**config.mk**
```make
export PLATFORM = sky130hd
export DESIGN_NAME = looped_frame_cache_prefetcher_flat
export DESIGN_NICKNAME = d
export VERILOG_FILES = /design/src/rtl/core/lfcp_pkg.sv /design/src/rtl/core/lfcp_if.sv /design/src/rtl/core/lfcp_divu.sv /design/src/rtl/core/lfcp_slot_mem.sv /design/src/rtl/core/looped_frame_cache_prefetcher.sv /design/src/flat_wrapper.sv
export SDC_FILE = /design/constraint.sdc
export NUM_CORES = 2
export LEC_CHECK = 0
export BUFFER_PORTS_ARGS = -buffer_cell sky130_fd_sc_hd__clkbuf_2
export CAP_MARGIN = 20
export CORE_UTILIZATION = 41
export CTS_BUF_LIST = sky130_fd_sc_hd__clkbuf_8
export DETAILED_ROUTE_END_ITERATION = 8
export PLACE_DENSITY = 0.59
export SYNTH_ARGS = -nofsm -noshare
export SYNTH_HDL_FRONTEND = slang
export SYNTH_SLANG_ARGS = --single-unit
export TNS_END_PERCENT = 30
```
**constraint.sdc**
```tcl
create_clock -name clk -period 16.8 [get_ports clk]
set_clock_uncertainty 0.2 [all_clocks]
set_input_delay 2.52 -clock clk [delete_from_list [all_inputs] [get_ports clk]]
set_output_delay 2.52 -clock clk [all_outputs]
set_load 0.02 [all_outputs]
```
**src/rtl/core/lfcp_pkg.sv**
```systemverilog
`timescale 1ns / 1ps
package lfcp_pkg;
	localparam int unsigned SLOTS      = 16;
	localparam int unsigned FRAME_BITS = 20;

	typedef enum logic [1:0] {
		CMD_REQ   = 2'd0,
		CMD_LOAD  = 2'd1,
		CMD_INVAL = 2'd2,
		CMD_NONE  = 2'd3
	} cmd_t;

	typedef enum logic [1:0] {
		KIND_PREFETCH = 2'd0,
		KIND_HIT      = 2'd1,
		KIND_MISS     = 2'd2,
		KIND_OOR      = 2'd3
	} kind_t;

	localparam int unsigned REG_FRAME_COUNT = 0;
	localparam int unsigned REG_LOOP_FIRST  = 1;
	localparam int unsigned REG_LOOP_LAST   = 2;
	localparam int unsigned REG_CAPACITY    = 3;
	localparam int unsigned REG_LOOKAHEAD   = 4;

	localparam int unsigned FC_W   = 21;
	localparam int unsigned LOOP_W = 20;
	localparam int unsigned CAP_W  = 5;
	localparam int unsigned LA_W   = 4;
	localparam int unsigned GEN_W  = 8;
	localparam int unsigned OSLOT_W = 4;
	localparam int unsigned OFRAME_W = 20;

	typedef struct packed {
		logic [FC_W-1:0]   frame_count;
		logic [LOOP_W-1:0] loop_first;
		logic [LOOP_W-1:0] loop_last;
		logic [CAP_W-1:0]  capacity;
		logic [LA_W-1:0]   lookahead;
	} cfg_t;
endpackage

```
**src/rtl/core/lfcp_if.sv**
```systemverilog
`timescale 1ns / 1ps
interface lfcp_in_if #(parameter int FRAME_BITS = 20);
	logic                  valid;
	logic                  ready;
	logic [1:0]            command;
	logic [FRAME_BITS-1:0] frame_id;
	logic                  load_ok;
	logic                  demand_load;
	logic [7:0]            load_generation;
	modport source (output valid, command, frame_id, load_ok, demand_load,
		load_generation, input ready);
	modport sink (input valid, command, frame_id, load_ok, demand_load,
		load_generation, output ready);
endinterface

interface lfcp_out_if;
	logic        valid;
	logic        ready;
	logic [1:0]  kind;
	logic [19:0] out_frame;
	logic [3:0]  out_slot;
	logic [7:0]  out_generation;
	logic        last;
	modport source (output valid, kind, out_frame, out_slot, out_generation, last,
		input ready);
	modport sink (input valid, kind, out_frame, out_slot, out_generation, last,
		output ready);
endinterface

```
**src/rtl/core/lfcp_divu.sv**
```systemverilog
`timescale 1ns / 1ps
// Restoring divider, one quotient bit per cycle; only the remainder is kept.
module lfcp_divu import lfcp_pkg::*; #(
	parameter int W = 33
) (
	input  logic         clk,
	input  logic         arst_n,
	input  logic         start,
	input  logic [W-1:0] dividend,
	input  logic [W-1:0] divisor,
	output logic         done,
	output logic [W-1:0] rem
);
	localparam int CW = $clog2(W + 1);
	logic [W-1:0]  num_q;
	logic [W-1:0]  den_q;
	logic [W:0]    acc_q;
	logic [CW-1:0] cnt_q;
	logic          busy_q;
	logic [W:0]    trial;

	assign trial = {acc_q[W-1:0], num_q[W-1]} - {1'b0, den_q};
	assign rem = acc_q[W-1:0];

	always_ff @(posedge clk or negedge arst_n) begin
		if (!arst_n) begin
			busy_q <= 1'b0;
			done <= 1'b0;
			cnt_q <= '0;
		end else begin
			done <= 1'b0;
			if (start) begin
				busy_q <= 1'b1;
				cnt_q <= CW'(W);
			end else if (busy_q) begin
				cnt_q <= cnt_q - 1'b1;
				if (cnt_q == CW'(1)) begin
					busy_q <= 1'b0;
					done <= 1'b1;
				end
			end
		end
	end

	always_ff @(posedge clk) begin
		if (start) begin
			num_q <= dividend;
			den_q <= divisor;
			acc_q <= '0;
		end else if (busy_q) begin
			num_q <= {num_q[W-2:0], 1'b0};
			if (!trial[W])
				acc_q <= {1'b0, trial[W-1:0]};
			else
				acc_q <= {acc_q[W-1:0], num_q[W-1]};
		end
	end
endmodule

```
**src/rtl/core/lfcp_slot_mem.sv**
```systemverilog
`timescale 1ns / 1ps
// Slot store: tags in a synchronous memory, valid bits in flops.
module lfcp_slot_mem import lfcp_pkg::*; #(
	parameter int SLOTS = 16,
	parameter int FRAME_BITS = 20
) (
	input  logic                     clk,
	input  logic                     arst_n,
	input  logic                     rd_en,
	input  logic [$clog2(SLOTS)-1:0] rd_addr,
	output logic [FRAME_BITS-1:0]    rd_tag,
	output logic                     rd_valid,
	input  logic                     wr_en,
	input  logic [$clog2(SLOTS)-1:0] wr_addr,
	input  logic [FRAME_BITS-1:0]    wr_tag,
	input  logic                     clear
);
	logic [FRAME_BITS-1:0] tag_mem [SLOTS];
	logic [SLOTS-1:0]      valid_q;

	always_ff @(posedge clk) begin
		if (wr_en)
			tag_mem[wr_addr] <= wr_tag;
		if (rd_en)
			rd_tag <= tag_mem[rd_addr];
	end

	always_ff @(posedge clk or negedge arst_n) begin
		if (!arst_n) begin
			valid_q <= '0;
			rd_valid <= 1'b0;
		end else begin
			if (rd_en)
				rd_valid <= valid_q[rd_addr];
			if (clear)
				valid_q <= '0;
			else if (wr_en)
				valid_q[wr_addr] <= 1'b1;
		end
	end
endmodule

```
**src/rtl/core/looped_frame_cache_prefetcher.sv**
```systemverilog
`timescale 1ns / 1ps
// Direct-mapped frame cache with looped sequential prefetch. An invalidate or an
// unknown command is finished in the idle state. A load completion takes its slot
// from a bit-serial remainder unit, which hands the result over when done; then, for
// a valid load, the tag memory is written. A request outside the frame count answers
// with one beat. Any other request emits up to fifteen prefetch beats then one
// hit/miss beat; each candidate frame passes through remainder start, slot division,
// tag read, check and emit, and prefetching first needs a loop modulo. A result beat
// waits for ready. Configuration registers sit on an APB port at byte addresses 4*i
// and must only be written while the block is idle.
module looped_frame_cache_prefetcher import lfcp_pkg::*; (
	input  logic        clk,
	input  logic        arst_n,
	input  logic        psel,
	input  logic        penable,
	input  logic        pwrite,
	input  logic [4:0]  paddr,
	input  logic [31:0] pwdata,
	output logic [31:0] prdata,
	output logic        pready,
	lfcp_in_if.sink     in_ch,
	lfcp_out_if.source  out_ch
);
	localparam int SW = $clog2(SLOTS);
	localparam int DW = 22;

	typedef enum logic [3:0] {
		ST_IDLE, ST_LOOPMOD, ST_CAND, ST_SLOTDIV, ST_READ, ST_CHECK, ST_EMIT,
		ST_LOADDIV, ST_LOADRD
	} state_t;

	cfg_t cfg_q;
	state_t st_q;
	logic [GEN_W-1:0] gen_q;

	assign pready = 1'b1;
	always_ff @(posedge clk or negedge arst_n) begin
		if (!arst_n) begin
			cfg_q.frame_count <= FC_W'(1);
			cfg_q.loop_first <= '0;
			cfg_q.loop_last <= '1;
			cfg_q.capacity <= CAP_W'(16);
			cfg_q.lookahead <= LA_W'(8);
		end else if (psel && penable && pwrite) begin
			case (paddr[4:2])
				3'(REG_FRAME_COUNT): cfg_q.frame_count <= pwdata[FC_W-1:0];
				3'(REG_LOOP_FIRST):  cfg_q.loop_first <= pwdata[LOOP_W-1:0];
				3'(REG_LOOP_LAST):   cfg_q.loop_last <= pwdata[LOOP_W-1:0];
				3'(REG_CAPACITY):    cfg_q.capacity <= pwdata[CAP_W-1:0];
				3'(REG_LOOKAHEAD):   cfg_q.lookahead <= pwdata[LA_W-1:0];
				default: ;
			endcase
		end
	end
	always_comb begin
		case (paddr[4:2])
			3'(REG_FRAME_COUNT): prdata = 32'(cfg_q.frame_count);
			3'(REG_LOOP_FIRST):  prdata = 32'(cfg_q.loop_first);
			3'(REG_LOOP_LAST):   prdata = 32'(cfg_q.loop_last);
			3'(REG_CAPACITY):    prdata = 32'(cfg_q.capacity);
			3'(REG_LOOKAHEAD):   prdata = 32'(cfg_q.lookahead);
			default:             prdata = '0;
		endcase
	end

	// Derived setup values, all combinational on stable configuration.
	logic [CAP_W-1:0] cap_eff;
	logic [LA_W-1:0]  ahead_eff;
	logic [DW-1:0]    end_c, range_c;
	logic             win_ok;
	always_comb begin
		if (cfg_q.capacity == '0) cap_eff = CAP_W'(1);
		else if (32'(cfg_q.capacity) > SLOTS) cap_eff = CAP_W'(SLOTS);
		else cap_eff = cfg_q.capacity;
		if (32'(cfg_q.lookahead) > 32'(cap_eff) - 1) ahead_eff = LA_W'(cap_eff - 1'b1);
		else ahead_eff = cfg_q.lookahead;
		end_c = DW'(cfg_q.loop_last);
		if (cfg_q.frame_count == '0) end_c = '0;
		else if (DW'(cfg_q.loop_last) > DW'(cfg_q.frame_count) - 1'b1)
			end_c = DW'(cfg_q.frame_count) - 1'b1;
		win_ok = cfg_q.frame_count != '0 && DW'(cfg_q.loop_first) <= end_c;
		range_c = end_c - DW'(cfg_q.loop_first) + 1'b1;
	end

	// Request registers.
	logic [FRAME_BITS-1:0] frame_q, cand_q;
	logic [DW-1:0]         pos_q;
	logic [LA_W-1:0]       off_q;
	logic                  final_q, below_q, load_q;
	logic [SW-1:0]         slot_q;

	// Shared remainder unit.
	logic          div_start, div_done;
	logic [DW-1:0] div_a, div_b, div_r;
	lfcp_divu #(.W(DW)) u_div (
		.clk(clk), .arst_n(arst_n), .start(div_start), .dividend(div_a),
		.divisor(div_b), .done(div_done), .rem(div_r)
	);

	logic                  rd_en, rd_valid, wr_en, clr;
	logic [FRAME_BITS-1:0] rd_tag;
	lfcp_slot_mem #(.SLOTS(SLOTS), .FRAME_BITS(FRAME_BITS)) u_mem (
		.clk(clk), .arst_n(arst_n), .rd_en(rd_en), .rd_addr(slot_q), .rd_tag(rd_tag),
		.rd_valid(rd_valid), .wr_en(wr_en), .wr_addr(slot_q), .wr_tag(frame_q),
		.clear(clr)
	);

	logic [DW-1:0] frame_w;
	logic          in_fire, out_fire, hit;
	assign frame_w = DW'(in_ch.frame_id);
	assign in_fire = in_ch.valid && in_ch.ready;
	assign out_fire = out_ch.valid && out_ch.ready;
	assign in_ch.ready = st_q == ST_IDLE;
	assign hit = rd_valid && rd_tag == cand_q;
	assign out_ch.out_generation = gen_q;

	always_comb begin
		div_start = 1'b0;
		div_a = DW'(cand_q);
		div_b = DW'(cap_eff);
		if (st_q == ST_IDLE && in_fire) begin
			div_a = frame_w;
			div_start = in_ch.command == CMD_LOAD;
			if (in_ch.command == CMD_REQ) begin
				div_start = 1'b1;
				if (win_ok && ahead_eff != '0 && in_ch.frame_id < cfg_q.frame_count) begin
					div_b = range_c;
					div_a = frame_w >= DW'(cfg_q.loop_first) ?
						frame_w - DW'(cfg_q.loop_first) :
						DW'(cfg_q.loop_first) - frame_w;
				end
			end
		end else if (st_q == ST_CAND) begin
			div_start = 1'b1;
		end
	end

	assign rd_en = st_q == ST_READ || st_q == ST_LOADRD;
	assign wr_en = st_q == ST_LOADRD && load_q;
	assign clr = st_q == ST_IDLE && in_fire && in_ch.command == CMD_INVAL;

	logic [DW-1:0] nxt_pos;
	always_comb begin
		nxt_pos = pos_q + 1'b1;
		if (nxt_pos >= range_c) nxt_pos = nxt_pos - range_c;
	end

	// Window position of the requested frame, then of the first candidate.
	logic [DW-1:0] rel_c, first_pos;
	always_comb begin
		rel_c = (below_q && div_r != '0) ? range_c - div_r : div_r;
		first_pos = rel_c + 1'b1;
		if (first_pos >= range_c) first_pos = first_pos - range_c;
	end

	always_ff @(posedge clk or negedge arst_n) begin
		if (!arst_n) begin
			st_q <= ST_IDLE;
			gen_q <= '0;
			out_ch.valid <= 1'b0;
		end else begin
			case (st_q)
				ST_IDLE: if (in_fire) begin
					frame_q <= in_ch.frame_id;
					cand_q <= in_ch.frame_id;
					below_q <= in_ch.frame_id < FRAME_BITS'(cfg_q.loop_first);
					off_q <= '0;
					load_q <= in_ch.load_ok && (in_ch.demand_load ||
						in_ch.load_generation == gen_q) &&
						DW'(in_ch.frame_id) < DW'(cfg_q.frame_count);
					case (in_ch.command)
						CMD_INVAL: gen_q <= gen_q + 1'b1;
						CMD_LOAD:  st_q <= ST_LOADDIV;
						CMD_REQ: begin
							if (DW'(in_ch.frame_id) >= DW'(cfg_q.frame_count)) begin
								out_ch.kind <= KIND_OOR;
								out_ch.out_frame <= OFRAME_W'(in_ch.frame_id);
								out_ch.out_slot <= '0;
								out_ch.last <= 1'b1;
								out_ch.valid <= 1'b1;
								st_q <= ST_EMIT;
							end else if (win_ok && ahead_eff != '0)
								st_q <= ST_LOOPMOD;
							else begin
								final_q <= 1'b1;
								st_q <= ST_SLOTDIV;
							end
						end
						default: ;
					endcase
				end
				ST_LOOPMOD: if (div_done) begin
					final_q <= 1'b0;
					st_q <= ST_CAND;
				end
				ST_CAND: st_q <= ST_SLOTDIV;
				ST_SLOTDIV: begin
					if (final_q && off_q == '0 && !div_done) begin
						cand_q <= frame_q;
					end
					if (div_done) begin
						slot_q <= SW'(div_r);
						st_q <= ST_READ;
					end
				end
				ST_READ: st_q <= ST_CHECK;
				ST_CHECK: begin
					out_ch.out_frame <= OFRAME_W'(cand_q);
					out_ch.out_slot <= OSLOT_W'(slot_q);
					out_ch.last <= final_q;
					if (final_q) begin
						out_ch.kind <= hit ? KIND_HIT : KIND_MISS;
						out_ch.valid <= 1'b1;
						st_q <= ST_EMIT;
					end else if (!hit) begin
						out_ch.kind <= KIND_PREFETCH;
						out_ch.valid <= 1'b1;
						st_q <= ST_EMIT;
					end else
						st_q <= ST_EMIT;
				end
				ST_EMIT: if (!out_ch.valid || out_fire) begin
					out_ch.valid <= 1'b0;
					if (out_ch.last && (out_ch.valid))
						st_q <= ST_IDLE;
					else if (out_ch.last)
						st_q <= ST_IDLE;
					else if (off_q + 1'b1 == ahead_eff || final_q) begin
						final_q <= 1'b1;
						cand_q <= frame_q;
						off_q <= '0;
						st_q <= ST_CAND;
					end else begin
						off_q <= off_q + 1'b1;
						st_q <= ST_CAND;
					end
				end
				ST_LOADDIV: if (div_done) begin
					slot_q <= SW'(div_r);
					st_q <= ST_LOADRD;
				end
				ST_LOADRD: st_q <= ST_IDLE;
				default: st_q <= ST_IDLE;
			endcase
			// Candidate frame for the next prefetch beat.
			if (st_q == ST_LOOPMOD && div_done) begin
				pos_q <= first_pos;
				cand_q <= FRAME_BITS'(DW'(cfg_q.loop_first) + first_pos);
			end
			if (st_q == ST_EMIT && (!out_ch.valid || out_fire) && !out_ch.last &&
				!(off_q + 1'b1 == ahead_eff || final_q)) begin
				pos_q <= nxt_pos;
				cand_q <= FRAME_BITS'(DW'(cfg_q.loop_first) + nxt_pos);
			end
		end
	end

	// The output register must hold while stalled.
	assert property (@(posedge clk) disable iff (!arst_n)
		out_ch.valid && !out_ch.ready |=> out_ch.valid)
		else $error("result beat dropped while stalled");
	assert property (@(posedge clk) disable iff (!arst_n)
		in_ch.ready |-> !out_ch.valid)
		else $error("new item accepted with a result pending");
	assert property (@(posedge clk) disable iff (!arst_n)
		wr_en |-> !clr)
		else $error("fill and invalidate in the same cycle");
endmodule

```
**src/flat_wrapper.sv**
```systemverilog
// flat-port wrapper written by rule: the top's interface ports become plain ports
module looped_frame_cache_prefetcher_flat import lfcp_pkg::*;
  (clk, arst_n, psel, penable, pwrite, paddr, pwdata, prdata, pready, in_ch_valid, in_ch_command, in_ch_frame_id, in_ch_load_ok, in_ch_demand_load, in_ch_load_generation, in_ch_ready, out_ch_valid, out_ch_kind, out_ch_out_frame, out_ch_out_slot, out_ch_out_generation, out_ch_last, out_ch_ready);
  lfcp_in_if in_ch_i ();
  lfcp_out_if out_ch_i ();
  input  logic clk;
  input  logic arst_n;
  input  logic psel;
  input  logic penable;
  input  logic pwrite;
  input  logic [4:0] paddr;
  input  logic [31:0] pwdata;
  output logic [31:0] prdata;
  output logic pready;
  input wire logic [$bits(in_ch_i.valid)-1:0] in_ch_valid;
  input wire logic [$bits(in_ch_i.command)-1:0] in_ch_command;
  input wire logic [$bits(in_ch_i.frame_id)-1:0] in_ch_frame_id;
  input wire logic [$bits(in_ch_i.load_ok)-1:0] in_ch_load_ok;
  input wire logic [$bits(in_ch_i.demand_load)-1:0] in_ch_demand_load;
  input wire logic [$bits(in_ch_i.load_generation)-1:0] in_ch_load_generation;
  output wire logic [$bits(in_ch_i.ready)-1:0] in_ch_ready;
  output wire logic [$bits(out_ch_i.valid)-1:0] out_ch_valid;
  output wire logic [$bits(out_ch_i.kind)-1:0] out_ch_kind;
  output wire logic [$bits(out_ch_i.out_frame)-1:0] out_ch_out_frame;
  output wire logic [$bits(out_ch_i.out_slot)-1:0] out_ch_out_slot;
  output wire logic [$bits(out_ch_i.out_generation)-1:0] out_ch_out_generation;
  output wire logic [$bits(out_ch_i.last)-1:0] out_ch_last;
  input wire logic [$bits(out_ch_i.ready)-1:0] out_ch_ready;
  assign in_ch_i.valid = in_ch_valid;
  assign in_ch_i.command = in_ch_command;
  assign in_ch_i.frame_id = in_ch_frame_id;
  assign in_ch_i.load_ok = in_ch_load_ok;
  assign in_ch_i.demand_load = in_ch_demand_load;
  assign in_ch_i.load_generation = in_ch_load_generation;
  assign in_ch_ready = in_ch_i.ready;
  assign out_ch_valid = out_ch_i.valid;
  assign out_ch_kind = out_ch_i.kind;
  assign out_ch_out_frame = out_ch_i.out_frame;
  assign out_ch_out_slot = out_ch_i.out_slot;
  assign out_ch_out_generation = out_ch_i.out_generation;
  assign out_ch_last = out_ch_i.last;
  assign out_ch_i.ready = out_ch_ready;
  looped_frame_cache_prefetcher u_core (.clk(clk), .arst_n(arst_n), .psel(psel), .penable(penable), .pwrite(pwrite), .paddr(paddr), .pwdata(pwdata), .prdata(prdata), .pready(pready), .in_ch(in_ch_i), .out_ch(out_ch_i));
endmodule
```
==> run_results.csv <==
group,metric,value,unit
global_routing,grt_max_degree,90,
worst_setup_path,critPathLaunchType,"flop",
timing,hold_viol_final,0,
synthesis,synth-seq-area-share,0.4594,
clock_tree,ctsResizeCount,0,
worst_setup_path,crit_path_end,"u_core.cand_q[15]",
synthesis,yosysTopAreaCellShare,0.3776,
route,firstDrtPassIters,7,
clock_tree,path_clk_slew,0.06,ns
worst_setup_path,critical_path_arrival,15.49,ns
timing,slew_headroom,0.2017,
finish,fin_nets,4009,
synthesis,avgSynthCellArea,11.05,µm²
global_routing,grt_pass1_vias,26938,
worst_setup_path,reg2reg_depth,59,
outcome,status,"finished clean",
finish,finish.utilization,0.4597,
floorplanning,die_area,95100,µm²
route,vias_per_cell,5.572,
timing,drv_slew,0,
worst_setup_path,worstSetupPathType,"flop to flop",
global_routing,grt_pass1_wl,165400,µm
route,avgRoutedWirePerCell,22.06,µm
timing,fmax,66.15,MHz
clock_tree,insertion_delay,0.75,ns
timing,rsz0062_at_grt,"no",
synthesis,ys_async_sr_fraction,0.1746,
worst_setup_path,path_buf_inv,2,
worst_hold_path,hp-class,"flop to flop",
global_routing,grt_usage,0.2330,
clock_tree,cts_tree,"yes",
worst_setup_path,timing.rr.start,"u_core.cfg_q[51]",
clock_tree,cts-root-buf,"clkbuf_8",
floorplanning,io_pins,146,
clock_tree,cts_sinks,613,
clock_tree,holdBufCountCts,0,
route,drtIter0Drc,2303,
run,drv_cap,0,
route,ant_nets,0,
floorplanning,die_x,308.4,µm
finish,area_growth,11.29,%
clock_tree,cts_made_buffers,100,
synthesis,synth_edf_count,484,
floorplanning,start_util,0.4130,
floorplanning,die-height,308.4,µm
synthesis,yosys_warnings,0,
synthesis,synth_cells,3483,
worst_setup_path,end_kind,"flop",
worst_setup_path,worst_path_largest_cell_delay,0.77,ns
finish,fillers,8638,
timing,fin_crit,15.12,ns
place,gp_congestion,0.9021,
floorplanning,rows,112,
route,wl,110000,µm
clock_tree,post_cts_buffers,0,
route,drcViolationCount,0,
floorplanning,core_area,93190,µm²
worst_setup_path,cp.depth,59,
synthesis,ys_types,101,
synthesis,yosysMostFrequentCell,"edfxtp_1",
worst_setup_path,worstPathMaxFanout,13,
timing,setup_viol,0,
clock_tree,h-tree-depth,3,
synthesis,synth_seq_cells,613,
place,portBuffers,120,
synthesis,synth_commonest_cells,"484 x edfxtp_1, 291 x nor2_1, 278 x ha_1",
synthesis,synth_largest_area_cell,"edfxtp_1",
worst_setup_path,crit_family,"compound AO/OA/AOI/OAI gates",
clock_tree,clockBufferDepth,3,
timing,fin_crit_sh,0.8999,
worst_setup_path,regToRegEndpoint,"u_core.cand_q[15]",
finish,drive_above_1_share,0.1713,
worst_setup_path,cpMaxStageDelayCell,"a21oi_2",
worst_setup_path,r2r_slack,1.68,ns
worst_setup_path,crit_top_cell,"o21ai_0",
synthesis,ys.flop_type,"edfxtp_1",
worst_setup_path,crit_start,"u_core.cfg_q[51]",
worst_setup_path,crit_required,17.17,ns
timing,max_slew.worst_pin.slew,1.188,ns
timing,fin_tns_setup,0,ns
global_routing,antenna_found_initial,6,
synthesis,netlist_area,38490,µm²
place,dp_hpwl,81920,µm
synthesis,yosys-top-cells-area,"edfxtp_1 38%, ha_1 9.0%, mux4_2 6.2%, dfrtp_1 5.5%, xnor2_1 3.4%",
global_routing,gr-total-overflow,0,
route,vias,27775,
==> routing by layer <==
layer  share of wire  track usage  wire length, µm
met5               0            0                0
met4           0.043       0.1008             4761
met3           0.070      0.04233             7743
met2            0.44       0.3559            48060
met1            0.45       0.3234            49420
==> logic make-up after synthesis <==
group	synth area share
xor+xnor	0.05325
buf+inv	0.03667
fa+ha+maj	0.09558
mux	0.1092
simple gates	0.1132
compound gates	0.1325
flops	0.4594
other cells	0.0001951
==> worst min-delay path: cells and delay by family (launching register included) <==
| family | cells | cell delay [ns] |
|---|---|---|
| flip-flops | 1 | 0.34 |
| AND/OR/NAND/NOR | 2 | 0.12 |
==> layout by cell type, fill, tap and decap left out, types with 106 or more instances in the layout <==
master | synthesis | final
a21oi_1 | 228 | 227
clkbuf_8 | 0 | 117
ha_1 | 278 | 278
mux4_2 | 106 | 106
xnor2_1 | 149 | 149
o21ai_0 | 222 | 222
edfxtp_1 | 484 | 484
clkbuf_2 | 0 | 119
nand2_1 | 241 | 241
inv_1 | 205 | 235
nor2_1 | 291 | 276
==> registers in the layout (all words and copies together), names as in the netlist, 2 cells and up <==
| signal | count |
|---|---|
| u_core.u_mem.tag_mem | 320 |
| u_core.cfg_q | 70 |
| u_core.pos_q | 22 |
| u_core.u_div.acc_q | 22 |
| u_core.u_div.den_q | 22 |
| u_core.u_div.num_q | 22 |
| u_core.cand_q | 20 |
| u_core.frame_q | 20 |
| u_core.out_ch.out_frame | 20 |
| u_core.u_mem.rd_tag | 20 |
| u_core.u_mem.valid_q | 16 |
| u_core.out_ch.out_generation | 8 |
| u_core.u_div.cnt_q | 5 |
| u_core.off_q | 4 |
| u_core.out_ch.out_slot | 4 |
| u_core.slot_q | 4 |
| u_core.st_q | 4 |
| u_core.out_ch.kind | 2 |
==> how the worst min path moves through the flow <==
stage | from | to | slack (ns) | cells past startpoint
floorplan | u_core.u_mem.valid_q[10] | u_core.u_mem.valid_q[10] | 0.26 | 2
global placement | u_core.u_mem.valid_q[12] | u_core.u_mem.valid_q[12] | 0.27 | 2
detailed placement | u_core.u_mem.valid_q[8] | u_core.u_mem.valid_q[8] | 0.29 | 2
CTS | u_core.u_mem.valid_q[8] | u_core.u_mem.valid_q[8] | 0.30 | 2
global route | u_core.u_mem.valid_q[11] | u_core.u_mem.valid_q[11] | 0.32 | 2
finish | u_core.u_mem.valid_q[3] | u_core.u_mem.valid_q[3] | 0.30 | 2
==> stage by stage <==
step | cell area [µm²] | setup slack, ns | hold slack, ns | instances
after floorplan | 38540 | 4.077 | 0.2608 | 3496
after global placement | 40730 | 1.979 | 0.2742 | 4795
after detailed placement | 40740 | 1.859 | 0.2870 | 4796
after CTS | 42800 | 1.780 | 0.2999 | 4983
after global routing | 42830 | 0.4161 | 0.3152 | 4985
final | 42830 | 1.682 | 0.2959 | 4985
==> final cells by class <==
type                            count  area [µm²]  area share
Clock buffer                      117        1610     0.03759
Timing Repair Buffer              192        1180     0.02754
Inverter                          207       777.0     0.01814
Tap cell                         1254        1569     0.03663
Clock inverter                     70       457.9     0.01069
Multi-Input combinational cell   2531       19560      0.4566
Sequential cell                   613       17680      0.4128
Antenna cell                        1       2.502  0.00005842
Power is not shown: default switching activity piles up to over one toggle a cycle in this logic, so the estimate is an artifact.
